[config.mk]
export PLATFORM = sky130hd
export DESIGN_NAME = utf8_to_utf16_transcoder
export DESIGN_NICKNAME = d
export VERILOG_FILES = /design/src/hdl/u8u16_pkg.sv /design/src/hdl/u8u16_front.sv /design/src/hdl/u8u16_fifo.sv /design/src/hdl/u8u16_back.sv /design/src/hdl/utf8_to_utf16_transcoder.sv
export SDC_FILE = /design/constraint.sdc
export NUM_CORES = 1
export LEC_CHECK = 0
export BUFFER_PORTS_ARGS = -buffer_cell sky130_fd_sc_hd__buf_2
export CORE_ASPECT_RATIO = 0.5
export CORE_UTILIZATION = 59
export CTS_CLUSTER_SIZE = 12
export DETAILED_ROUTE_END_ITERATION = 8
export PLACE_DENSITY = 0.78
export SKIP_CTS_REPAIR_TIMING = 1
export SYNTH_ARGS = -nofsm -noshare
export SYNTH_HDL_FRONTEND = slang
export SYNTH_SLANG_ARGS = --single-unit
[constraint.sdc]
create_clock -name clk_i -period 6.9 [get_ports clk_i]
set_input_delay 1.38 -clock clk_i [delete_from_list [all_inputs] [get_ports clk_i]]
set_output_delay 1.38 -clock clk_i [all_outputs]
set_load 0.02 [all_outputs]
[src/hdl/u8u16_pkg.sv]
// Shared types and constants for the UTF-8 to UTF-16 transcoder.
// Depends on nothing; every other file in hdl/ imports it.
`default_nettype none

package u8u16_pkg;

  // Lead byte classes, valued as the total byte count of the sequence
  typedef enum logic [2:0] {
    LEAD_CONT  = 3'd0,
    LEAD_ASCII = 3'd1,
    LEAD_TWO   = 3'd2,
    LEAD_THREE = 3'd3,
    LEAD_FOUR  = 3'd4,
    LEAD_FIVE  = 3'd5
  } lead_e;

  // Output sequencer phase: first unit of an event, or pending low surrogate
  typedef enum logic {
    PH_FIRST = 1'b0,
    PH_LOW   = 1'b1
  } phase_e;

  localparam int unsigned PointW = 21;
  localparam int unsigned UnitW  = 16;

  localparam logic [UnitW-1:0]  ReplReset = 16'h003F;
  localparam logic [UnitW-1:0]  HighBase  = 16'hD800;
  localparam logic [UnitW-1:0]  LowBase   = 16'hDC00;
  localparam logic [PointW-1:0] PlaneOne  = 21'h10000;

  // One decoded event handed from the front to the back
  typedef struct packed {
    logic              bad;
    logic              str_last;
    logic [PointW-1:0] point;
  } cp_evt_t;

  function automatic lead_e lead_class(input logic [4:0] top);
    lead_e cls;
    priority if (top[4] == 1'b0)          cls = LEAD_ASCII;
    else if (top[4:3] == 2'b10)           cls = LEAD_CONT;
    else if (top[4:2] == 3'b110)          cls = LEAD_TWO;
    else if (top[4:1] == 4'b1110)         cls = LEAD_THREE;
    else if (top == 5'b11110)             cls = LEAD_FOUR;
    else                                  cls = LEAD_FIVE;
    return cls;
  endfunction

  function automatic logic [7:0] lead_mask(input lead_e cls);
    logic [7:0] m;
    unique case (cls)
      LEAD_ASCII: m = 8'h7F;
      LEAD_TWO:   m = 8'h1F;
      LEAD_THREE: m = 8'h0F;
      LEAD_FOUR:  m = 8'h07;
      default:    m = 8'h00;
    endcase
    return m;
  endfunction

endpackage

`default_nettype wire

[src/hdl/u8u16_front.sv]
// Front end: accepts bytes, tracks the open sequence, pushes decoded events.
// Depends on u8u16_pkg.
`default_nettype none

module u8u16_front (
  input  wire logic              clk_i,
  input  wire logic              rst_ni,
  input  wire logic              in_valid_i,
  output logic                   in_ready_o,
  input  wire logic [7:0]        byte_in_i,
  input  wire logic              string_last_i,
  input  wire logic              space_i,
  output logic                   push_o,
  output u8u16_pkg::cp_evt_t     evt_o
);
  import u8u16_pkg::*;

  logic [2:0]        left_q, left_d;
  logic [PointW-1:0] part_q, part_d;
  logic              bad_q, bad_d;

  logic              accept;
  lead_e             cls;
  logic              bad_n;
  logic [PointW-1:0] part_n;
  logic [2:0]        left_n;

  assign in_ready_o = space_i;
  assign accept     = in_valid_i && space_i;
  assign cls        = lead_class(byte_in_i[7:3]);
  assign bad_n      = bad_q | (byte_in_i[7:6] != 2'b10);
  assign part_n     = {part_q[PointW-7:0], byte_in_i[5:0]};
  assign left_n     = left_q - 3'd1;

  always_comb begin
    left_d          = left_q;
    part_d          = part_q;
    bad_d           = bad_q;
    push_o          = 1'b0;
    evt_o.bad       = 1'b0;
    evt_o.str_last  = string_last_i;
    evt_o.point     = '0;
    if (accept) begin
      if (left_q == 3'd0) begin
        unique case (cls)
          LEAD_CONT: begin
            push_o    = 1'b1;
            evt_o.bad = 1'b1;
          end
          LEAD_ASCII: begin
            push_o      = 1'b1;
            evt_o.point = {{(PointW-8){1'b0}}, byte_in_i};
          end
          default: begin
            // open a multi-byte sequence; a five-byte lead is bad from the start
            left_d = 3'(cls) - 3'd1;
            part_d = {{(PointW-8){1'b0}}, byte_in_i & lead_mask(cls)};
            bad_d  = (cls == LEAD_FIVE);
            if (string_last_i) begin
              push_o    = 1'b1;
              evt_o.bad = 1'b1;
              left_d    = 3'd0;
              part_d    = '0;
              bad_d     = 1'b0;
            end
          end
        endcase
      end else begin
        left_d = left_n;
        part_d = part_n;
        bad_d  = bad_n;
        if (left_n == 3'd0) begin
          push_o      = 1'b1;
          evt_o.bad   = bad_n;
          evt_o.point = part_n;
          part_d      = '0;
          bad_d       = 1'b0;
        end else if (string_last_i) begin
          // cut off by end of string
          push_o    = 1'b1;
          evt_o.bad = 1'b1;
          left_d    = 3'd0;
          part_d    = '0;
          bad_d     = 1'b0;
        end
      end
    end
  end

  always_ff @(posedge clk_i or negedge rst_ni) begin
    if (!rst_ni) begin
      left_q <= 3'd0;
      part_q <= '0;
      bad_q  <= 1'b0;
    end else begin
      left_q <= left_d;
      part_q <= part_d;
      bad_q  <= bad_d;
    end
  end

endmodule

`default_nettype wire

[src/hdl/u8u16_fifo.sv]
// Short event queue between front and back ends.
// Depends on u8u16_pkg for the event type.
`default_nettype none

module u8u16_fifo #(
  parameter int unsigned Depth = 4
) (
  input  wire logic              clk_i,
  input  wire logic              rst_ni,
  input  wire logic              push_i,
  input  wire u8u16_pkg::cp_evt_t push_data_i,
  output logic                   space_o,
  output logic                   valid_o,
  output u8u16_pkg::cp_evt_t     data_o,
  input  wire logic              pop_i
);
  import u8u16_pkg::*;

  localparam int unsigned PtrW = (Depth > 1) ? $clog2(Depth) : 1;
  localparam int unsigned CntW = $clog2(Depth + 1);
  localparam logic [PtrW-1:0] LastPtr = PtrW'(Depth - 1);

  cp_evt_t         entry_q [Depth];
  logic [PtrW-1:0] wr_q, wr_d, rd_q, rd_d;
  logic [CntW-1:0] cnt_q, cnt_d;
  logic            do_push, do_pop;

  assign space_o = (cnt_q != CntW'(Depth));
  assign valid_o = (cnt_q != '0);
  assign data_o  = entry_q[rd_q];
  assign do_push = push_i && space_o;
  assign do_pop  = pop_i && valid_o;

  always_comb begin
    wr_d  = wr_q;
    rd_d  = rd_q;
    cnt_d = cnt_q;
    if (do_push) begin
      wr_d = (wr_q == LastPtr) ? '0 : wr_q + PtrW'(1);
    end
    if (do_pop) begin
      rd_d = (rd_q == LastPtr) ? '0 : rd_q + PtrW'(1);
    end
    if (do_push && !do_pop) begin
      cnt_d = cnt_q + CntW'(1);
    end else if (do_pop && !do_push) begin
      cnt_d = cnt_q - CntW'(1);
    end
  end

  always_ff @(posedge clk_i or negedge rst_ni) begin
    if (!rst_ni) begin
      wr_q  <= '0;
      rd_q  <= '0;
      cnt_q <= '0;
    end else begin
      wr_q  <= wr_d;
      rd_q  <= rd_d;
      cnt_q <= cnt_d;
    end
  end

  always_ff @(posedge clk_i) begin
    if (do_push) begin
      entry_q[wr_q] <= push_data_i;
    end
  end

  a_cnt_bound: assert property (@(posedge clk_i) disable iff (!rst_ni)
    cnt_q <= CntW'(Depth))
    else $error("queue fill count beyond depth");

  a_no_lost_push: assert property (@(posedge clk_i) disable iff (!rst_ni)
    push_i |-> space_o)
    else $error("event pushed into a full queue");

endmodule

`default_nettype wire

[src/hdl/u8u16_back.sv]
// Back end: turns queued events into UTF-16 units, splits surrogate pairs,
// holds the replacement register and the output register. Depends on u8u16_pkg.
`default_nettype none

module u8u16_back (
  input  wire logic                clk_i,
  input  wire logic                rst_ni,
  input  wire logic                cfg_we_i,
  input  wire logic [15:0]         replacement_unit_i,
  input  wire logic                evt_valid_i,
  input  wire u8u16_pkg::cp_evt_t  evt_i,
  output logic                     pop_o,
  output logic                     out_valid_o,
  input  wire logic                out_ready_i,
  output logic [15:0]              code_unit_o,
  output logic                     run_end_o,
  output logic                     string_end_o,
  output logic                     invalid_o
);
  import u8u16_pkg::*;

  phase_e            phase_q, phase_d;
  logic [UnitW-1:0]  repl_q;
  logic              vld_q, vld_d;
  logic [UnitW-1:0]  unit_q, unit_d;
  logic              run_end_q, run_end_d;
  logic              str_end_q, str_end_d;
  logic              inv_q, inv_d;
  logic [UnitW-1:0]  low_q, low_d;
  logic              low_last_q, low_last_d;

  logic              load;
  logic              is_pair;
  logic [PointW-1:0] offs;

  assign load    = !vld_q || out_ready_i;
  assign pop_o   = load && (phase_q == PH_FIRST) && evt_valid_i;
  assign is_pair = !evt_i.bad && (evt_i.point[PointW-1:UnitW] != '0);
  assign offs    = evt_i.point - PlaneOne;

  // next phase
  always_comb begin
    phase_d = phase_q;
    unique case (phase_q)
      PH_FIRST: if (pop_o && is_pair) phase_d = PH_LOW;
      PH_LOW:   if (load) phase_d = PH_FIRST;
      default:  phase_d = PH_FIRST;
    endcase
  end

  // next output register contents
  always_comb begin
    vld_d      = vld_q && !out_ready_i;
    unit_d     = unit_q;
    run_end_d  = run_end_q;
    str_end_d  = str_end_q;
    inv_d      = inv_q;
    low_d      = low_q;
    low_last_d = low_last_q;
    if (load && (phase_q == PH_LOW)) begin
      vld_d     = 1'b1;
      unit_d    = low_q;
      run_end_d = 1'b1;
      str_end_d = low_last_q;
      inv_d     = 1'b0;
    end else if (pop_o) begin
      vld_d = 1'b1;
      if (evt_i.bad) begin
        unit_d    = repl_q;
        run_end_d = 1'b1;
        str_end_d = evt_i.str_last;
        inv_d     = 1'b1;
      end else if (is_pair) begin
        unit_d     = HighBase + UnitW'(offs[PointW-1:10]);
        run_end_d  = 1'b0;
        str_end_d  = 1'b0;
        inv_d      = 1'b0;
        low_d      = LowBase + UnitW'(offs[9:0]);
        low_last_d = evt_i.str_last;
      end else begin
        unit_d    = evt_i.point[UnitW-1:0];
        run_end_d = 1'b1;
        str_end_d = evt_i.str_last;
        inv_d     = 1'b0;
      end
    end
  end

  always_ff @(posedge clk_i or negedge rst_ni) begin
    if (!rst_ni) begin
      phase_q <= PH_FIRST;
      vld_q   <= 1'b0;
      repl_q  <= ReplReset;
    end else begin
      phase_q <= phase_d;
      vld_q   <= vld_d;
      if (cfg_we_i) begin
        repl_q <= replacement_unit_i;
      end
    end
  end

  always_ff @(posedge clk_i) begin
    unit_q     <= unit_d;
    run_end_q  <= run_end_d;
    str_end_q  <= str_end_d;
    inv_q      <= inv_d;
    low_q      <= low_d;
    low_last_q <= low_last_d;
  end

  assign out_valid_o  = vld_q;
  assign code_unit_o  = unit_q;
  assign run_end_o    = run_end_q;
  assign string_end_o = str_end_q;
  assign invalid_o    = inv_q;

  a_low_pending_shows_high: assert property (@(posedge clk_i) disable iff (!rst_ni)
    (phase_q == PH_LOW) |-> (vld_q && !run_end_q && !inv_q))
    else $error("low surrogate pending without a high surrogate on the output");

  a_pair_follows: assert property (@(posedge clk_i) disable iff (!rst_ni)
    (pop_o && is_pair) |=> (phase_q == PH_LOW))
    else $error("surrogate pair split lost its low half");

endmodule

`default_nettype wire

[src/hdl/utf8_to_utf16_transcoder.sv]
// Top level of the UTF-8 to UTF-16 transcoder: front end, event queue, back end.
// Depends on u8u16_pkg, u8u16_front, u8u16_fifo and u8u16_back.
`default_nettype none

// Channel   Direction  Handshake               Payload
// in        input      in_valid_i/in_ready_o   byte_in_i[7:0], string_last_i
// out       output     out_valid_o/out_ready_i code_unit_o[15:0], run_end_o,
//                                              string_end_o, invalid_o
// cfg       input      cfg_we_i (no wait)      replacement_unit_i[15:0]
//
// One byte is taken per cycle while the event queue has room; each byte yields
// at most one event (a code point or a replacement).
// The back end emits one unit per cycle while out_ready_i is high; a code
// point above 0xFFFF yields two units (high then low surrogate), which the
// queue absorbs. An event passes through the queue, then the output register.
// Reset clears the open sequence, the queue and the output register, and sets
// the replacement unit to '?'. Input and output stall independently.

module utf8_to_utf16_transcoder #(
  parameter int unsigned FifoDepth = 4
) (
  input  wire logic        clk_i,
  input  wire logic        rst_ni,
  input  wire logic        in_valid_i,
  output logic             in_ready_o,
  input  wire logic [7:0]  byte_in_i,
  input  wire logic        string_last_i,
  output logic             out_valid_o,
  input  wire logic        out_ready_i,
  output logic [15:0]      code_unit_o,
  output logic             run_end_o,
  output logic             string_end_o,
  output logic             invalid_o,
  input  wire logic        cfg_we_i,
  input  wire logic [15:0] replacement_unit_i
);
  import u8u16_pkg::*;

  // front -> queue
  logic    push;
  cp_evt_t push_evt;
  logic    space;
  // queue -> back
  logic    evt_valid;
  cp_evt_t evt;
  logic    pop;

  u8u16_front u_front (
    .clk_i         (clk_i),
    .rst_ni        (rst_ni),
    .in_valid_i    (in_valid_i),
    .in_ready_o    (in_ready_o),
    .byte_in_i     (byte_in_i),
    .string_last_i (string_last_i),
    .space_i       (space),
    .push_o        (push),
    .evt_o         (push_evt)
  );

  u8u16_fifo #(
    .Depth (FifoDepth)
  ) u_fifo (
    .clk_i       (clk_i),
    .rst_ni      (rst_ni),
    .push_i      (push),
    .push_data_i (push_evt),
    .space_o     (space),
    .valid_o     (evt_valid),
    .data_o      (evt),
    .pop_i       (pop)
  );

  // drain events into units; surrogate pairs hold the queue while the low half is pending
  u8u16_back u_back (
    .clk_i              (clk_i),
    .rst_ni             (rst_ni),
    .cfg_we_i           (cfg_we_i),
    .replacement_unit_i (replacement_unit_i),
    .evt_valid_i        (evt_valid),
    .evt_i              (evt),
    .pop_o              (pop),
    .out_valid_o        (out_valid_o),
    .out_ready_i        (out_ready_i),
    .code_unit_o        (code_unit_o),
    .run_end_o          (run_end_o),
    .string_end_o       (string_end_o),
    .invalid_o          (invalid_o)
  );

endmodule

`default_nettype wire
# == Word level (Yosys, flattened, before mapping) ==
# Memory sizes are Yosys's and may differ from the RTL's.
# Cells that the tools add are included.
# totals
in_bits,30
mem_count,1
rom_bits,0
latch_bits,0
wordCells,130
output_inout_bits,21
ramBits,92
regBits,80
# memory_table
name,words,width,rd,rd_ports_with_merged_regs,write_ports,line,source
u_fifo.entry_q,4,23,1,0,1,u8u16_fifo.sv:23,cp_evt_t entry_q [Depth];
# classes
eq_ne,14
n_mux,59
div,0
reduce_logical,27
add_sub_neg,9
bitwise,5
shifts,0
order_cmp,0
multipliers,0
# ops
cell,count
2-to-1 mux 16 bit,4
2-to-1 mux 21 bit,3
2-to-1 mux 15 bit,4
2-to-1 mux 8 bit,5
2-to-1 mux 3 bit,11
2-to-1 mux 1 bit,27
"subtractor 21 x 17 -> 21 bit, second input constant",1
"adder 15 x 11 -> 16 bit, first input constant",1
"adder 15 x 12 -> 16 bit, first input constant",1
one-hot mux 5 bit (3 select lines),1
logical AND 1 bit,11
"== test 3 bit, second input constant",3
logical NOT 3 bit,3
"subtractor 3 x 1 -> 3 bit, second input constant",3
AND 8 bit,1
"== test 2 bit, second input constant",3
"== test 3 x 2 -> 1 bit, second input constant",2
"== test 5 bit, second input constant",1
logical NOT 1 bit,5
nonzero test 5 bit,1
"adder 2 x 1 -> 2 bit, second input constant",2
"== test 4 bit, second input constant",1
2-to-1 mux 2 bit,2
"!= test 2 bit, second input constant",2
other kinds (12),16

# == Logic depth before layout (Yosys ltp) ==
# logic_depth
ltp_word,16
mapped_depth,12
mapped_depth_nobuf,12

# == Hierarchy ==
# From an unflattened synthesis, not the netlist that was laid out.
# unflattened
cells_unflattened,472
area_unflattened_um2,7337.0
# by_module_without_submodules
mod,seq_area_each_um2,area_each_um2,cells_each,instances
u8u16_fifo,2937.8,3802.4,158,1
u8u16_back,1338.8,2144.6,167,1
u8u16_front,475.5,1390.1,147,1

# == Least setup slack after synthesis ==
# OpenSTA, ideal clock, no wires.
# synth_timing
path_type,input port to flip-flop
startpoint,input out_ready_i
endpoint,register u_back.low_last_q (enable)
path_slack_ps,3638
t_arrival_ps,2865
t_required_ps,6502
stages,4
n_path_buf,0
setup_time_ps,398
path_cell_list,nor2b_1 -> nor3_1 -> inv_1 -> nor3_1
# synth_between
elab_chain_cells,4
elab_cells_between_ends,6
classes_between,bitwise (1); reduce/logical (5)
# synth_lines
item,line,source
"start, declared",utf8_to_utf16_transcoder.sv:29,"input wire logic out_ready_i,"
logical OR 1 bit *,u8u16_back.sv:36,assign load = !vld_q || out_ready_i;
logical AND 1 bit (on tied branches),"u8u16_back.sv:37, u8u16_back.sv:60",
logical AND 1 bit or NOT 1 bit (tied branches),-,
AND reduction 4 bit (no line) *,-,
"end signal, assigned",u8u16_back.sv:109,low_last_q <= low_last_d;
"end, declared",u8u16_back.sv:30,"logic low_last_q, low_last_d;"
# Every way passes the cells marked *; elsewhere a longest branch is shown, timed or not.
# A chain may end at the register's enable or synchronous reset.

# == Worst setup path in the final report ==
# layout_timing
startpoint,register u_fifo.rd_q[0]
endpoint,register u_back.unit_q[9] (netlist: u_back.code_unit_o[9]) (data pin)
# layout_between
elab_chain_cells,7
elab_cells_between_ends,10
classes_between,add/sub (2); mux (4); reduce/logical (3); memory (1)
# layout_lines
item,line,source
"start, declared",u8u16_fifo.sv:24,"logic [PtrW-1:0] wr_q, wr_d, rd_q, rd_d;"
"start signal, assigned",u8u16_fifo.sv:58,rd_q <= rd_d;
memory read (4 x 23 bit) *,-,
"subtractor 21 x 17 -> 21 bit, or another cell as far along",u8u16_back.sv:39,assign offs = evt_i.point - PlaneOne;
adder 15 x 12 -> 16 bit or logical AND 1 bit (tied branches),"u8u16_back.sv:74, u8u16_back.sv:38",
2-to-1 mux 16 bit,u8u16_back.sv:73,end else if (is_pair) begin
2-to-1 mux 16 bit *,u8u16_back.sv:68,if (evt_i.bad) begin
2-to-1 mux 16 bit *,u8u16_back.sv:66,end else if (pop_o) begin
2-to-1 mux 16 bit *,u8u16_back.sv:60,if (load && (phase_q == PH_LOW)) begin
via u_back.unit_d[9],u8u16_back.sv:25,"logic [UnitW-1:0] unit_q, unit_d;"
"end signal, assigned",u8u16_back.sv:104,unit_q <= unit_d;
"end, declared",u8u16_back.sv:25,
# The timed path passes the listed nets; every way through them passes the cells marked *. The select of a mux whose other input is x is not followed.

==> results.txt <==
----------------------------------------------------
[Run status]
  Status ... finished, final reports clean

[Setup path]
  Worst EP required ... 7070 ps
  Biggest cell delay along the critical path ... 810 ps
  Most common cell on crit path ... sky130_fd_sc_hd__inv_1
  Element type at the critical path end ... register
  Data arrival time of the critical path ... 3600 ps
  Cells traversed along the worst timing path ... mux4_1 -> inv_1 -> ha_1 -> inv_1 -> or4_1 -> o221ai_1 -> a21oi_1
  Worst Setup Start Kind ... register
  Slowest CP cell ... sky130_fd_sc_hd__dfrtp_1
  Path type of the worst setup path ... register to register
  Crit path max fanout ... 14

[Route]
  Remaining number of nets flagged by the antenna check after routing ... 0
  Detailed Routing Iterations Pass 1 ... 5
  Wirelength per Cell ... 21.6 um
  Total length of routed wires ... 15200 um
  Via total after detailed routing ... 4255
  Via-to-Cell Ratio ... 6.06
  DRC violations left ... 0
  First DRT Iteration DRCs ... 383

[Timing]
  Max-slew headroom ... 22.4%
  Layout Skew ... 9.12 ps
  Max Clock Freq ... 291 MHz
  # setup viols final ... 0
  Transition time at the pin with the least slew margin ... 1150 ps
  Unrepaired setup endpoints after global routing ... no
  Period minus WS final ... 3430 ps
  Final-layout setup total negative slack ... 0 ps
  Crit share post-route ... 49.8%
  Final Hold Viols ... 0
  Number of slew-limit violations in the final report ... 0

[Pwr]
  Net Switching ... 1.23 mW
  Peak supply drop ... 0.233 mV
  Leakage power figure ... 3.06 nW
  Power density over cell area ... 457 nW/um2
  Logic pwr share ... 31.9%
  Clock network fraction of total power ... 26.8%
  Portion of total power attributed to sequential cells ... 41.4%
  Sw Ratio ... 33.2%
  Internal Power ... 2.47 mW

[Cells and area]
  Number of diodes ... 0
  Number of inserted filler cells in the final layout ... 712
  Share of cells above drive strength 1 ... 25.0%
  Layout overhead on the synthesized area ... 14.2%
  Core Util, Final ... 71.3%
  Most common library cell in the layout ignoring fill and taps ... sky130_fd_sc_hd__edfxtp_1
  Number of nets at the end of the flow ... 576
  Commonest cells after routing, fill and taps aside ... sky130_fd_sc_hd__edfxtp_1 (120), sky130_fd_sc_hd__buf_2 (50), sky130_fd_sc_hd__dfrtp_1 (38), sky130_fd_sc_hd__nand2_1 (31), sky130_fd_sc_hd__nor2_1 (30)

[Yosys]
  Post-Synthesis Net Count ... 523
  Biggest area contributors in the synthesized netlist ... sky130_fd_sc_hd__edfxtp_1 (51%), sky130_fd_sc_hd__dfrtp_1 (13%), sky130_fd_sc_hd__mux4_2 (6.4%)
  Number of enable flip-flop cells after synthesis ... 120
  Cell area after synthesis ... 7090 um2
  Share of the synthesized area in the top cell type ... 50.8%
  Post-synthesis async set-or-reset flop share ... 26.5%
  Total of flip-flops plus latches after synthesis ... 166
  Distinct cell type count of the synthesized netlist ... 49
  Gate Count Post-Synth ... 477
  Area leader, netlist ... sky130_fd_sc_hd__edfxtp_1
  Ys flop type ... sky130_fd_sc_hd__edfxtp_1
  Average cell area after synthesis ... 14.9 um2
  Synth warn ... 0
  Post-synthesis sequential area ratio ... 67.1%

[Die]
  Number of ports placed on the die boundary ... 51
  Initial Utilization ... 62.4%
  Die H ... 79.5 um
  Core ar. ... 11400 um2
  Row Count ... 27
  Floorplan die width ... 157 um
  Floorplan die area ... 12500 um2

[CTS]
  H-tree lvl count ... 4
  CTS clock-pin slew for the worst setup and hold paths ... 60 ps
  TritonCTS buffer count ... 17
  CTS tree ... built
  Clock sink count ... 166
  Worst-Skew Late Latency ... 430 ps
  CTS Root Cell ... sky130_fd_sc_hd__clkbuf_16
  Number of buffers on the longest clock path ... 2

[Min path]
  Path class of the lowest-slack min-delay path ... register to register

[Placement]
  Post-detailed-placement half-perimeter wirelength ... 9610 um
  Buffers on Ports ... 50
  Routability Congestion ... 0.893

[GRT]
  Vias in the first global route ... 4179
  Largest net degree at the start of global routing ... 45
  Number of antenna violations at the first check in global routing ... 0
  Global-route wire length before repair ... 23500 um
  Tot GR Track Use ... 26.7%
  Remaining global-route overflow ... 0

[Run]
  Number of max-cap violations ... 0

----------------------------------------------------
==> synthesized netlist by cell type (all sizes together) (4+ instances only) <==
| library cell | count |
|---|---|
| edfxtp | 120 |
| dfrtp | 38 |
| nand2 | 31 |
| nor2 | 30 |
| o21ai | 25 |
| and2 | 24 |
| mux2 | 23 |
| mux4 | 22 |
| a21oi | 21 |
| inv | 16 |
| ha | 15 |
| clkbuf | 11 |
| nor3 | 11 |
| a22o | 10 |
| buf | 10 |
| a31oi | 9 |
| or3 | 7 |
| dfstp | 6 |
| nand3 | 5 |
| nor2b | 4 |
==> cell families after synthesis <==
family,share of synthesized area [%]
multiplexers,11.2
adder cells (fa/ha/maj),2.93
buffers and inverters,2.31
flip-flops,67.1
AO/OA/AOI/OAI,7.19
XOR/XNOR,0.618
AND/OR/NAND/NOR,8.72
==> critical path: cells and delay by family, from the launching register on <==
kind	cells	cell delay [ps]
compound gates	2	460
fa+ha+maj	1	180
mux	1	730
flops	1	810
simple gates	1	790
buf+inv	2	200
==> layer usage <==
metal | part of all wire (%) | GRT usage (%) | up-vias
li1 | - | - | 1904
met1 | 44 | 36.9 | 2090
met2 | 45 | 40.8 | 232
met3 | 9.3 | 6.89 | 29
met4 | 1.8 | 10.9 | 0
met5 | 0 | 0 | -
==> cell type report <==
cell class              instances  area [um2]  share of cell area (%)
clock buffers                  25         507                    6.26
repair buffers                 55         288                    3.56
flip-flops and latches        166        4750                    58.7
inverters                      16        60.1                   0.742
multi-input cells             274        2170                    26.8
clock inverters                 7         115                    1.42
well taps                     159         199                    2.46
==> registers in the layout, summed over array words and instances, names as in the netlist <==
| signal | count |
|---|---|
| u_front.left_q | 3 |
| u_fifo.entry_q | 92 |
| u_front.bad_q | 1 |
| u_back.low_last_q | 1 |
| u_back.run_end_o | 1 |
| u_back.repl_q | 16 |
| u_fifo.cnt_q | 3 |
| u_back.string_end_o | 1 |
| u_back.low_q | 10 |
| u_fifo.wr_q | 2 |
| u_fifo.rd_q | 2 |
| u_back.invalid_o | 1 |
| u_back.out_valid_o | 1 |
| u_back.phase_q | 1 |
| u_back.code_unit_o | 16 |
| u_front.part_q | 15 |
==> final timing paths <==
path,cells after the start,endpoint,slack (ps),from
max in group asynchronous,1,u_front.part_q[7]$_DFFE_PN0P_,5100,rst_ni
min in group asynchronous,1,u_back.repl_q[13]$_DFFE_PN0P_,1140,rst_ni
worst max-delay path,7,u_back.code_unit_o[9]$_DFFE_PP_,3470,u_fifo.rd_q[0]$_DFFE_PN0P_
worst max register to register,7,u_back.code_unit_o[9]$_DFFE_PP_,3470,u_fifo.rd_q[0]$_DFFE_PN0P_
worst min register to register,2,u_back.run_end_o$_SDFFE_PP1P_,470,u_back.run_end_o$_SDFFE_PP1P_
worst min-delay path,2,u_back.run_end_o$_SDFFE_PP1P_,470,u_back.run_end_o$_SDFFE_PP1P_
==> metrics by stage <==
stage | area (um2) | power [mW] | hold WS [ps] | setup slack [ps] | cells
4_1_cts | 8090 | 3.70 | 476 | 3420 | 702
5_1_grt | 8090 | 3.88 | 494 | 3270 | 702
6_report | 8090 | 3.70 | 472 | 3470 | 702
3_5_place_dp | 7470 | 2.69 | 462 | 3280 | 670
2_1_floorplan | 7090 | 2.36 | 457 | 3640 | 477
3_3_place_gp | 7470 | 2.64 | 458 | 3280 | 670
==> power groups by stage <==
stage / sequential, mW / clock, mW / combinational (mW)
after floorplan: 1.56 / 0 / 0.799
after global placement: 1.53 / 0 / 1.12
after detailed placement: 1.54 / 0 / 1.15
after CTS: 1.53 / 0.995 / 1.17
after global routing: 1.55 / 1.04 / 1.28
final: 1.53 / 0.990 / 1.18
No activity file was read; power rests on OpenSTA's default activity.
